==> src/ptt_pkg.sv <==
// Shared types and constants for the periodic timer table.
// Used by ptt_table, ptt_ctrl, the top level and the checker; no dependencies.
package ptt_pkg;

  localparam int SLOT_W     = 4;
  localparam int PERIOD_W   = 15;
  localparam int WINDOW_W   = 16;
  localparam int STATUS_W   = 3;
  localparam int OP_W       = 2;

  localparam int NUM_TIMERS_DEF    = 10;
  localparam int PRESCALE_LOG2_DEF = 3;

  localparam logic [OP_W-1:0] OP_TICK   = 2'd0;
  localparam logic [OP_W-1:0] OP_INSERT = 2'd1;
  localparam logic [OP_W-1:0] OP_DELETE = 2'd2;

  localparam logic [STATUS_W-1:0] ST_INSERTED = 3'd0;
  localparam logic [STATUS_W-1:0] ST_FULL     = 3'd1;
  localparam logic [STATUS_W-1:0] ST_DELETED  = 3'd2;
  localparam logic [STATUS_W-1:0] ST_REJECTED = 3'd3;
  localparam logic [STATUS_W-1:0] ST_EXPIRED  = 3'd4;

  typedef struct packed {
    logic                en;
    logic [SLOT_W-1:0]   idx;
    logic [PERIOD_W-1:0] period;
    logic [PERIOD_W-1:0] count;
    logic [WINDOW_W-1:0] window;
  } tbl_wr_t;

  typedef struct packed {
    logic [PERIOD_W-1:0] period;
    logic [PERIOD_W-1:0] count;
    logic [WINDOW_W-1:0] window;
  } tbl_rd_t;

endpackage

==> src/ptt_table.sv <==
// Timer slot storage: reload period, countdown and owner window per slot.
// One read address, one write port. Depends on ptt_pkg.
module ptt_table import ptt_pkg::*; #(
  parameter int NUM_TIMERS = NUM_TIMERS_DEF
) (
  input  logic              clk,
  input  logic              rst_n,
  input  logic [SLOT_W-1:0] rd_idx,
  output tbl_rd_t           rd,
  input  tbl_wr_t           wr
);

  localparam int IW = (NUM_TIMERS > 1) ? $clog2(NUM_TIMERS) : 1;

  logic [PERIOD_W-1:0] period_r [NUM_TIMERS];
  logic [PERIOD_W-1:0] count_r  [NUM_TIMERS];
  logic [WINDOW_W-1:0] window_r [NUM_TIMERS];

  // period of zero marks a free slot, so only it needs reset
  always_ff @(posedge clk) begin
    if (!rst_n) begin
      for (int i = 0; i < NUM_TIMERS; i++) begin
        period_r[i] <= '0;
      end
    end else if (wr.en) begin
      period_r[wr.idx[IW-1:0]] <= wr.period;
    end
  end

  always_ff @(posedge clk) begin
    if (wr.en) begin
      count_r[wr.idx[IW-1:0]]  <= wr.count;
      window_r[wr.idx[IW-1:0]] <= wr.window;
    end
  end

  assign rd.period = period_r[rd_idx[IW-1:0]];
  assign rd.count  = count_r[rd_idx[IW-1:0]];
  assign rd.window = window_r[rd_idx[IW-1:0]];

endmodule

==> src/ptt_ctrl.sv <==
// Sequencer for the timer table: walks slots one per cycle with a shared
// decrement/zero-detect unit, runs the prescaler, drives the result beat.
// Depends on ptt_pkg.
module ptt_ctrl import ptt_pkg::*; #(
  parameter int NUM_TIMERS    = NUM_TIMERS_DEF,
  parameter int PRESCALE_LOG2 = PRESCALE_LOG2_DEF
) (
  input  logic                clk,
  input  logic                rst_n,
  input  logic                start,
  output logic                busy,
  input  logic [OP_W-1:0]     in_operation,
  input  logic [PERIOD_W-1:0] in_period,
  input  logic [WINDOW_W-1:0] in_window_id,
  input  logic [SLOT_W-1:0]   in_slot_index,
  input  logic                tick_hold,
  output logic [SLOT_W-1:0]   rd_idx,
  input  tbl_rd_t             rd,
  output tbl_wr_t             wr,
  output logic                out_valid,
  output logic [STATUS_W-1:0] out_status,
  output logic [SLOT_W-1:0]   out_slot,
  output logic [WINDOW_W-1:0] out_window,
  output logic                out_last
);

  localparam int PW = (PRESCALE_LOG2 > 0) ? PRESCALE_LOG2 : 1;
  localparam logic [SLOT_W-1:0] LAST_SLOT = SLOT_W'(NUM_TIMERS - 1);

  localparam logic [2:0] S_IDLE  = 3'd0;
  localparam logic [2:0] S_TICK  = 3'd1;
  localparam logic [2:0] S_FLUSH = 3'd2;
  localparam logic [2:0] S_INS   = 3'd3;
  localparam logic [2:0] S_DEL   = 3'd4;

  logic [2:0]          state_r, state_nxt;
  logic [SLOT_W-1:0]   ptr_r, ptr_nxt;
  logic [PW-1:0]       pre_r, pre_nxt;
  logic [PERIOD_W-1:0] ins_period_r, ins_period_nxt;
  logic [WINDOW_W-1:0] ins_window_r, ins_window_nxt;
  logic                pend_r, pend_nxt;
  logic [SLOT_W-1:0]   pend_slot_r, pend_slot_nxt;
  logic [WINDOW_W-1:0] pend_win_r, pend_win_nxt;
  logic                out_valid_r, out_valid_nxt;
  logic [STATUS_W-1:0] out_status_r, out_status_nxt;
  logic [SLOT_W-1:0]   out_slot_r, out_slot_nxt;
  logic [WINDOW_W-1:0] out_window_r, out_window_nxt;
  logic                out_last_r, out_last_nxt;

  // shared unit: countdown decrement and zero detect
  logic [PERIOD_W-1:0] dec;
  logic                dec_zero;
  logic                active;

  assign dec      = rd.count - PERIOD_W'(1);
  assign dec_zero = (dec == '0);
  assign active   = (rd.period != '0);
  assign rd_idx   = ptr_r;
  assign busy     = (state_r != S_IDLE);

  always_comb begin
    state_nxt      = state_r;
    ptr_nxt        = ptr_r;
    pre_nxt        = pre_r;
    ins_period_nxt = ins_period_r;
    ins_window_nxt = ins_window_r;
    pend_nxt       = pend_r;
    pend_slot_nxt  = pend_slot_r;
    pend_win_nxt   = pend_win_r;
    out_valid_nxt  = 1'b0;
    out_status_nxt = ST_INSERTED;
    out_slot_nxt   = '0;
    out_window_nxt = '0;
    out_last_nxt   = 1'b0;
    wr             = '0;

    unique case (state_r)
      S_IDLE: begin
        if (start) begin
          case (in_operation)
            OP_TICK: begin
              pre_nxt = (PRESCALE_LOG2 == 0) ? '0 : pre_r + PW'(1);
              if (pre_r == '0 && !tick_hold) begin
                ptr_nxt   = '0;
                pend_nxt  = 1'b0;
                state_nxt = S_TICK;
              end
            end
            OP_INSERT: begin
              ins_period_nxt = in_period;
              ins_window_nxt = in_window_id;
              ptr_nxt        = '0;
              state_nxt      = S_INS;
            end
            OP_DELETE: begin
              ptr_nxt   = in_slot_index;
              state_nxt = S_DEL;
            end
            default: ;
          endcase
        end
      end

      S_TICK: begin
        if (active) begin
          wr.en     = 1'b1;
          wr.idx    = ptr_r;
          wr.period = rd.period;
          wr.window = rd.window;
          wr.count  = dec_zero ? rd.period : dec;
          if (dec_zero) begin
            // hold each expiry until the next one or the flush so the final one can carry last
            if (pend_r) begin
              out_valid_nxt  = 1'b1;
              out_status_nxt = ST_EXPIRED;
              out_slot_nxt   = pend_slot_r;
              out_window_nxt = pend_win_r;
            end
            pend_nxt      = 1'b1;
            pend_slot_nxt = ptr_r;
            pend_win_nxt  = rd.window;
          end
        end
        if (ptr_r == LAST_SLOT) begin
          state_nxt = S_FLUSH;
        end else begin
          ptr_nxt = ptr_r + SLOT_W'(1);
        end
      end

      S_FLUSH: begin
        if (pend_r) begin
          out_valid_nxt  = 1'b1;
          out_status_nxt = ST_EXPIRED;
          out_slot_nxt   = pend_slot_r;
          out_window_nxt = pend_win_r;
          out_last_nxt   = 1'b1;
        end
        pend_nxt  = 1'b0;
        state_nxt = S_IDLE;
      end

      S_INS: begin
        if (!active) begin
          wr.en          = 1'b1;
          wr.idx         = ptr_r;
          wr.period      = ins_period_r;
          wr.count       = ins_period_r;
          wr.window      = ins_window_r;
          out_valid_nxt  = 1'b1;
          out_status_nxt = ST_INSERTED;
          out_slot_nxt   = ptr_r;
          out_last_nxt   = 1'b1;
          state_nxt      = S_IDLE;
        end else if (ptr_r == LAST_SLOT) begin
          out_valid_nxt  = 1'b1;
          out_status_nxt = ST_FULL;
          out_last_nxt   = 1'b1;
          state_nxt      = S_IDLE;
        end else begin
          ptr_nxt = ptr_r + SLOT_W'(1);
        end
      end

      S_DEL: begin
        out_valid_nxt = 1'b1;
        out_last_nxt  = 1'b1;
        if (({1'b0, ptr_r} >= (SLOT_W+1)'(NUM_TIMERS)) || !active) begin
          out_status_nxt = ST_REJECTED;
        end else begin
          wr.en          = 1'b1;
          wr.idx         = ptr_r;
          out_status_nxt = ST_DELETED;
          out_slot_nxt   = ptr_r;
        end
        state_nxt = S_IDLE;
      end

      default: begin
        state_nxt = S_IDLE;
      end
    endcase
  end

  always_ff @(posedge clk) begin
    if (!rst_n) begin
      state_r     <= S_IDLE;
      ptr_r       <= '0;
      pre_r       <= '0;
      pend_r      <= 1'b0;
      out_valid_r <= 1'b0;
    end else begin
      state_r     <= state_nxt;
      ptr_r       <= ptr_nxt;
      pre_r       <= pre_nxt;
      pend_r      <= pend_nxt;
      out_valid_r <= out_valid_nxt;
    end
  end

  always_ff @(posedge clk) begin
    ins_period_r <= ins_period_nxt;
    ins_window_r <= ins_window_nxt;
    pend_slot_r  <= pend_slot_nxt;
    pend_win_r   <= pend_win_nxt;
    out_status_r <= out_status_nxt;
    out_slot_r   <= out_slot_nxt;
    out_window_r <= out_window_nxt;
    out_last_r   <= out_last_nxt;
  end

  assign out_valid  = out_valid_r;
  assign out_status = out_status_r;
  assign out_slot   = out_slot_r;
  assign out_window = out_window_r;
  assign out_last   = out_last_r;

endmodule

==> src/periodic_timer_table_unit.sv <==
// Top level of the periodic timer table: hold register, sequencer, slot store.
// Instantiates ptt_ctrl and ptt_table; depends on ptt_pkg.
//
//  channel  | handshake            | payload
//  ---------+----------------------+----------------------------------------------
//  input    | start, busy          | in_operation, in_period, in_window_id,
//           |                      | in_slot_index
//  result   | out_valid (strobe)   | out_status, out_slot, out_window, out_last
//  config   | cfg_valid, cfg_ready | cfg_tick_hold
//
// A beat is taken at a rising edge with start high and busy low. Unscanned
// ticks and unused codes finish without leaving idle; a delete visits only
// its own slot; an insert walks slots up to the first free one (all of them
// when full); a scanned tick walks every slot and then flushes. The walk is
// paced by the single table read port and the one decrement unit, which
// visit one slot per cycle. Reset (rst_n low, synchronous) frees all slots,
// clears the prescaler and the hold bit. Results are one-cycle strobes; the
// receiver cannot stall, so busy depends only on the sequencer.
module periodic_timer_table_unit import ptt_pkg::*; #(
  parameter int NUM_TIMERS    = NUM_TIMERS_DEF,
  parameter int PRESCALE_LOG2 = PRESCALE_LOG2_DEF
) (
  input  logic                clk,
  input  logic                rst_n,
  input  logic                start,
  output logic                busy,
  input  logic [OP_W-1:0]     in_operation,
  input  logic [PERIOD_W-1:0] in_period,
  input  logic [WINDOW_W-1:0] in_window_id,
  input  logic [SLOT_W-1:0]   in_slot_index,
  input  logic                cfg_valid,
  output logic                cfg_ready,
  input  logic                cfg_tick_hold,
  output logic                out_valid,
  output logic [STATUS_W-1:0] out_status,
  output logic [SLOT_W-1:0]   out_slot,
  output logic [WINDOW_W-1:0] out_window,
  output logic                out_last
);

  logic              hold_r, hold_nxt;
  logic [SLOT_W-1:0] rd_idx;
  tbl_rd_t           rd;
  tbl_wr_t           wr;

  // config is to land only while idle (the block does not enforce this); the write is always taken
  assign cfg_ready = 1'b1;
  assign hold_nxt  = (cfg_valid && cfg_ready) ? cfg_tick_hold : hold_r;

  always_ff @(posedge clk) begin
    if (!rst_n) begin
      hold_r <= 1'b0;
    end else begin
      hold_r <= hold_nxt;
    end
  end

  // sequencer: prescaler, slot walk, shared decrement, result register
  ptt_ctrl #(
    .NUM_TIMERS    (NUM_TIMERS),
    .PRESCALE_LOG2 (PRESCALE_LOG2)
  ) u_ctrl (
    .clk           (clk),
    .rst_n         (rst_n),
    .start         (start),
    .busy          (busy),
    .in_operation  (in_operation),
    .in_period     (in_period),
    .in_window_id  (in_window_id),
    .in_slot_index (in_slot_index),
    .tick_hold     (hold_r),
    .rd_idx        (rd_idx),
    .rd            (rd),
    .wr            (wr),
    .out_valid     (out_valid),
    .out_status    (out_status),
    .out_slot      (out_slot),
    .out_window    (out_window),
    .out_last      (out_last)
  );

  // slot store: one read address (the walk pointer), one write
  ptt_table #(
    .NUM_TIMERS (NUM_TIMERS)
  ) u_table (
    .clk    (clk),
    .rst_n  (rst_n),
    .rd_idx (rd_idx),
    .rd     (rd),
    .wr     (wr)
  );

endmodule

==> config.mk <==
export PLATFORM = sky130hd
export DESIGN_NAME = periodic_timer_table_unit
export DESIGN_NICKNAME = d
export VERILOG_FILES = /design/src/ptt_pkg.sv /design/src/ptt_table.sv /design/src/ptt_ctrl.sv /design/src/periodic_timer_table_unit.sv
export SDC_FILE = /design/constraint.sdc
export NUM_CORES = 1
export LEC_CHECK = 0
export BUFFER_PORTS_ARGS = -buffer_cell sky130_fd_sc_hd__buf_4
export CAP_MARGIN = 10
export CORE_UTILIZATION = 30
export DETAILED_ROUTE_END_ITERATION = 8
export SETUP_SLACK_MARGIN = 0.1
export SLEW_MARGIN = 20
export SYNTH_ARGS = -nofsm -noshare
export SYNTH_HDL_FRONTEND = slang
export SYNTH_HIERARCHICAL = 1
export SYNTH_SLANG_ARGS = --single-unit
==> constraint.sdc <==
create_clock -name clk -period 10.6 [get_ports clk]
set_clock_uncertainty 0.1 [all_clocks]
set_input_delay 1.59 -clock clk [delete_from_list [all_inputs] [get_ports clk]]
set_output_delay 1.59 -clock clk [all_outputs]
set_load 0.01 [all_outputs]
Word level (Yosys, flattened, before mapping)
Memories as Yosys holds them, arrays and structs flattened. A register that Yosys moved wholly into a read port is not among the register bits.
Index checks and enable logic that the tools add are counted.
{"block": "word_totals", "regBits": 88, "out_inout_bits": 27, "elab_cells": 120, "in_bits": 42, "mem_count": 3, "ram_bits": 460}
{"block": "classes", "mux": 63, "eq_ne": 17, "n_addsub": 3, "order_cmp": 1, "reduce_logical": 19}
{"memory": "u_table.window_r", "depth": 10, "width": 16, "read_ports": 1, "rd_ports_with_merged_regs": 1, "wr": 1, "line_no": "ptt_table.sv:17", "source": "logic [WINDOW_W-1:0] window_r [NUM_TIMERS];"}
{"memory": "u_table.count_r", "depth": 10, "width": 15, "read_ports": 1, "rd_ports_with_merged_regs": 1, "wr": 1, "line_no": "ptt_table.sv:16", "source": "logic [PERIOD_W-1:0] count_r [NUM_TIMERS];"}
{"memory": "u_table.period_r", "depth": 10, "width": 15, "read_ports": 1, "rd_ports_with_merged_regs": 1, "wr": 10, "line_no": "ptt_table.sv:15", "source": "logic [PERIOD_W-1:0] period_r [NUM_TIMERS];"}
{"operator": "51-bit 2-to-1 mux", "count": 2}
{"operator": "46-bit case mux with 2 select lines", "count": 1}
{"operator": "4-bit 2-to-1 mux", "count": 16}
{"operator": "16-bit 2-to-1 mux", "count": 3}
{"operator": "16-bit case mux with 2 select lines", "count": 1}
{"operator": "15-bit 2-to-1 mux", "count": 2}
{"operator": "3-bit 2-to-1 mux", "count": 9}
{"operator": "4-bit case mux with 3 select lines", "count": 2}
{"operator": "1-bit 2-to-1 mux", "count": 18}
{"operator": "3-bit case mux with 3 select lines", "count": 2}
{"operator": "4-bit case mux with 4 select lines", "count": 1}
{"operator": "15-bit zero test", "count": 1}
{"operator": "5-bit case mux with 3 select lines", "count": 1}
{"operator": "15-bit nonzero test", "count": 1}
{"operator": "15-bit OR reduction", "count": 1}
{"operator": "15-bit by 1-bit subtractor with 15-bit output (second input constant)", "count": 1}
{"operator": "3-bit case mux with 4 select lines", "count": 1}
{"operator": "2-bit by 1-bit inequality test with 1-bit output (second input constant)", "count": 5}
{"operator": "5-bit AND reduction", "count": 2}
{"operator": "3-bit AND reduction", "count": 3}
{"operator": "3-bit nonzero test", "count": 3}
{"operator": "3-bit by 2-bit equality test with 1-bit output (second input constant)", "count": 2}
{"operator": "3-bit zero test", "count": 2}
{"operator": "1-bit case mux with 3 select lines", "count": 2}
{"operator": "other kinds (19)", "count": 21}

Depth between registers and ports, before layout
{"block": "logic_depth", "word_depth": 10, "depth_mapped": 17, "ltp_nobuf": 11}

Cells and area by module
Netlist, hierarchy kept.
{"module": "ptt_table", "area_each_um2": 22394.0, "instances": 1, "cells_each": 1217}
{"module": "ptt_ctrl", "area_each_um2": 4324.1, "instances": 1, "cells_each": 411}
{"module": "periodic_timer_table_unit", "area_each_um2": 47.5, "instances": 1, "cells_each": 5}

Worst setup path after synthesis
No wires, ideal clock.
{"block": "synth_path", "kind": "register -> register", "start": "register u_ctrl.ptr_r[1] (netlist: u_ctrl/rd_idx[1])", "end": "memory u_table.period_r[0][0], enable pin", "setup_ps": 374, "t_arrival_ps": 6844, "slack_ps": 3282, "required_ps": 10126, "path_stages_with_launch": 15, "cell_sequence": "dfxtp_1 buf_2 clkbuf_1 mux4_2 a22oi_1 nand2_1 nor4_1 and4_1 clkbuf_1 xnor2_1 a21oi_1 nor2_1 buf_2 nor4_1 nand2b_1"}
{"item": "start: declaration", "line_no": "ptt_ctrl.sv:37", "source": "logic [SLOT_W-1:0] ptr_r, ptr_nxt;"}
{"item": "start signal: assignment", "line_no": "ptt_ctrl.sv:194", "source": "ptr_r <= ptr_nxt;"}
{"item": "end: declaration", "line_no": "ptt_table.sv:15"}

==> results.sh <==
export IMPL_final_cell_area_um2=30710
export IMPL_hp_start="u_ctrl/pend_win_r[14]$_DFFE_PP_"
export IMPL_path_class="reg -> reg"
export IMPL_cp_start_kind="flop"
export IMPL_path_delay_family="simple AND/OR/NAND/NOR gates"
export IMPL_hold_ws_ns=0.4048
export IMPL_ys_flop_type="edfxtp_1"
export IMPL_syn_area_per_cell_um2=16.39
export IMPL_placed_area_um2=28520
export IMPL_synthArstFlopShare_pct=0
export IMPL_cts_tree="built"
export IMPL_drt_initial_drc_count=1497
export IMPL_synth_edf_count=601
export IMPL_rr_startpoint="u_ctrl/rd_idx[0]$_SDFFE_PN0P_"
export IMPL_dpl_worst_slack_ns=3.553
export IMPL_grt_ovfl_total=0
export IMPL_clock_sinks=638
export IMPL_cts_made_buffers=67
export IMPL_ctsHoldBuffers=0
export IMPL_antenna_found_initial=0
export IMPL_powerDensity_nw_per_um2=217.1
export IMPL_die_w_um=300.7
export IMPL_detail_route_wirelength_um=65140
export IMPL_worstPathCellList="buf_12, mux4_2, a22oi_1, nand2_1, nor4_1, and4_1, xnor2_1, a21oi_1, nor2_1, and4_2, nand2b_1"
export IMPL_syn_inst=1633
export IMPL_hp_class="reg -> reg"
export IMPL_gp_congestion=0.8681
export IMPL_rsz0062_at_grt="no"
export IMPL_min_to="u_ctrl/out_window[14]$_DFF_P_"
export IMPL_layout_common_cells="edfxtp_1, and2_1, buf_4"
export IMPL_ctsLongestPathBuffers=3
export IMPL_hold_viol=0
export IMPL_insertion_delay_ns=0.61
export IMPL_period_share_pct=67.16
export IMPL_worstPathArrival_ns=7.24
export IMPL_cts_setup_buffers=0
export IMPL_worst_pin_slew_ns=1.201
export IMPL_port_buffers=67
export IMPL_max_slew_margin_pct=19.65
export IMPL_ant_nets=0
export IMPL_dieArea_um2=90420
export IMPL_clkTransAtPathRegs_ns=0.06
export IMPL_setup_slack_ns=3.481
export IMPL_start_util_pct=30.29
export IMPL_power_leakage_nw=10.31
export IMPL_outcome="completed"
export IMPL_ctsResizeCount=0
export IMPL_routed_via_density=5.055
export IMPL_coreArea_um2=88370
export IMPL_die_h_um=300.7
export IMPL_area_growth_pct=14.72
export IMPL_yosys_warnings=6
export IMPL_num_io_pins=69
export IMPL_drc_errors=0
export IMPL_synth_seq_cells=638
export IMPL_postLayoutCoreUtil_pct=34.74
export IMPL_period_minus_slack_ns=7.119
export IMPL_critPathRequiredTime_ns=10.72
export IMPL_setup_tns_ns=0
export IMPL_worstHoldPathCells=1
export IMPL_max_stage_delay_ns=1.04
export IMPL_drv_cap=0
export IMPL_crit_path_top_delay_cell="and4_2"
export IMPL_path_buf_inv=1
export IMPL_fmax_mhz=140.5
export IMPL_endpoint_kind="flop"
export IMPL_reg2reg_to="u_table/period_r[3][7]$_SDFFCE_PN0P_"
export IMPL_dr_pass1_iters=5
export IMPL_synthesis_area_um2=26770
export IMPL_finalNetCount=1752
export IMPL_ys_seq_area_share_pct=70.19
export IMPL_rrSetupSlack_ns=3.48
export IMPL_rr_worst_depth=11
export IMPL_vias=14750
export IMPL_synthDistinctLibCells=66
export IMPL_diodes=0
export IMPL_cp_max_fo=92
export IMPL_cts_root_buf="clkbuf_16"
export IMPL_final_setup_viol_count=0
export IMPL_final_common_cell="edfxtp_1"
export IMPL_vdd_drop_max_v=0.0001340
export IMPL_rows=109
export IMPL_drive_gt1_share_pct=22.60
export IMPL_drv_slew=0
export IMPL_grt_pass1_wl_um=96090
export IMPL_dp_hpwl_um=38720
export IMPL_synth_nets=1687
export IMPL_cts_max_level=3
export IMPL_grt_max_degree=93
export IMPL_grt_pass1_vias=14910
export IMPL_grtUsageTotal_pct=14.30
export IMPL_wl_per_cell_um=22.33
cell families (layout without fill, tap and decap cells):
family / Yosys count / after routing / synth area share [%]
flip-flops: 638 / 638 / 70.19
AND/OR/NAND/NOR: 382 / 382 / 8.143
AO/OA/AOI/OAI: 246 / 246 / 6.811
multiplexers: 220 / 220 / 11.47
buffers and inverters: 121 / 240 / 2.379
XOR/XNOR: 13 / 13 / 0.4254
adder cells (fa/ha/maj): 12 / 12 / 0.5609
other: 1 / 1 / 0.01401
how the worst max path moves through the flow:
stage,from,end,slack [ns],cells past startpoint
after floorplan,u_ctrl/rd_idx[1]$_SDFFE_PN0P_,u_table/period_r[0][0]$_SDFFCE_PN0P_,3.28,14
after global placement,u_ctrl/rd_idx[0]$_SDFFE_PN0P_,u_table/period_r[3][7]$_SDFFCE_PN0P_,3.72,11
after detailed placement,u_ctrl/rd_idx[0]$_SDFFE_PN0P_,u_table/period_r[3][12]$_SDFFCE_PN0P_,3.55,11
after CTS,u_ctrl/rd_idx[0]$_SDFFE_PN0P_,u_table/period_r[3][5]$_SDFFCE_PN0P_,3.51,11
after global routing,u_ctrl/rd_idx[0]$_SDFFE_PN0P_,u_table/period_r[2][2]$_SDFFCE_PN0P_,3.05,13
final,u_ctrl/rd_idx[0]$_SDFFE_PN0P_,u_table/period_r[3][7]$_SDFFCE_PN0P_,3.48,11
Yosys cell counts (all sizes together) (5+ instances only):
| cell | count | area share, % |
|---|---|---|
| o22ai | 35 | 0.82 |
| nor4 | 10 | 0.46 |
| o31ai | 32 | 0.90 |
| nor3 | 21 | 0.39 |
| a221o | 8 | 0.31 |
| nor2b | 11 | 0.26 |
| ha | 12 | 0.56 |
| clkbuf | 62 | 0.87 |
| a21oi | 11 | 0.21 |
| nor2 | 41 | 0.57 |
| mux4 | 60 | 5.0 |
| and3 | 23 | 0.54 |
| a22o | 58 | 1.9 |
| o21ai | 25 | 0.47 |
| mux2i | 66 | 2.5 |
| xnor2 | 10 | 0.33 |
| nand2 | 77 | 1.1 |
| nand2b | 24 | 0.56 |
| dfxtp | 37 | 2.8 |
| edfxtp | 601 | 67 |
| nand3 | 8 | 0.15 |
| buf | 40 | 1.2 |
| mux2 | 94 | 4.0 |
| a21o | 6 | 0.17 |
| a21boi | 16 | 0.45 |
| a22oi | 36 | 1.0 |
| and2 | 139 | 3.2 |
| or3 | 5 | 0.14 |
| inv | 19 | 0.27 |
registers in the layout, indices dropped and copies added (netlist names), 3 cells and up:
name,cells
u_ctrl/pre_r,3
u_ctrl/pend_win_r,16
u_table/count_r,150
u_ctrl/ins_period_r,15
u_ctrl/out_slot,4
u_ctrl/out_status,3
u_ctrl/rd_idx,4
u_ctrl/state_r,3
u_ctrl/ins_window_r,16
u_table/window_r,160
u_table/period_r,240
u_ctrl/out_window,16
u_ctrl/pend_slot_r,4
metal layers:
metal | GRT usage, % | vias up | part of all wire (%)
met1 | 19.79 | 7561 | 44
li1 | - | 6516 | -
met5 | 0 | - | 0
met4 | 4.399 | 0 | 2.5
met2 | 23.02 | 553 | 47
met3 | 2.273 | 115 | 6.3
report_power, final:
group / switching (mW) / leakage (nW) / internal (mW)
logic: 0.826 / 3.14 / 0.501
clock network: 0.979 / 1.06 / 1.33
registers: 0.0701 / 6.11 / 2.96
total: 1.87 / 10.3 / 4.79
final cells by class:
type	instances	area (um2)
timing repair buffer	98	752.0
clock inverter	41	387.9
tap	1165	1458
fill	8373	57670
sequential	638	18800
clock buffer	82	1774
multi-input combinational	874	7466
inverter	19	71.32
through the flow:
step,power [mW],std cells
after CTS,6.721,2917
final,6.665,2917
after global placement,4.374,2794
after global routing,6.924,2917
after floorplan,4.023,1633
after detailed placement,4.409,2794
(Power assumes the default switching activity.)
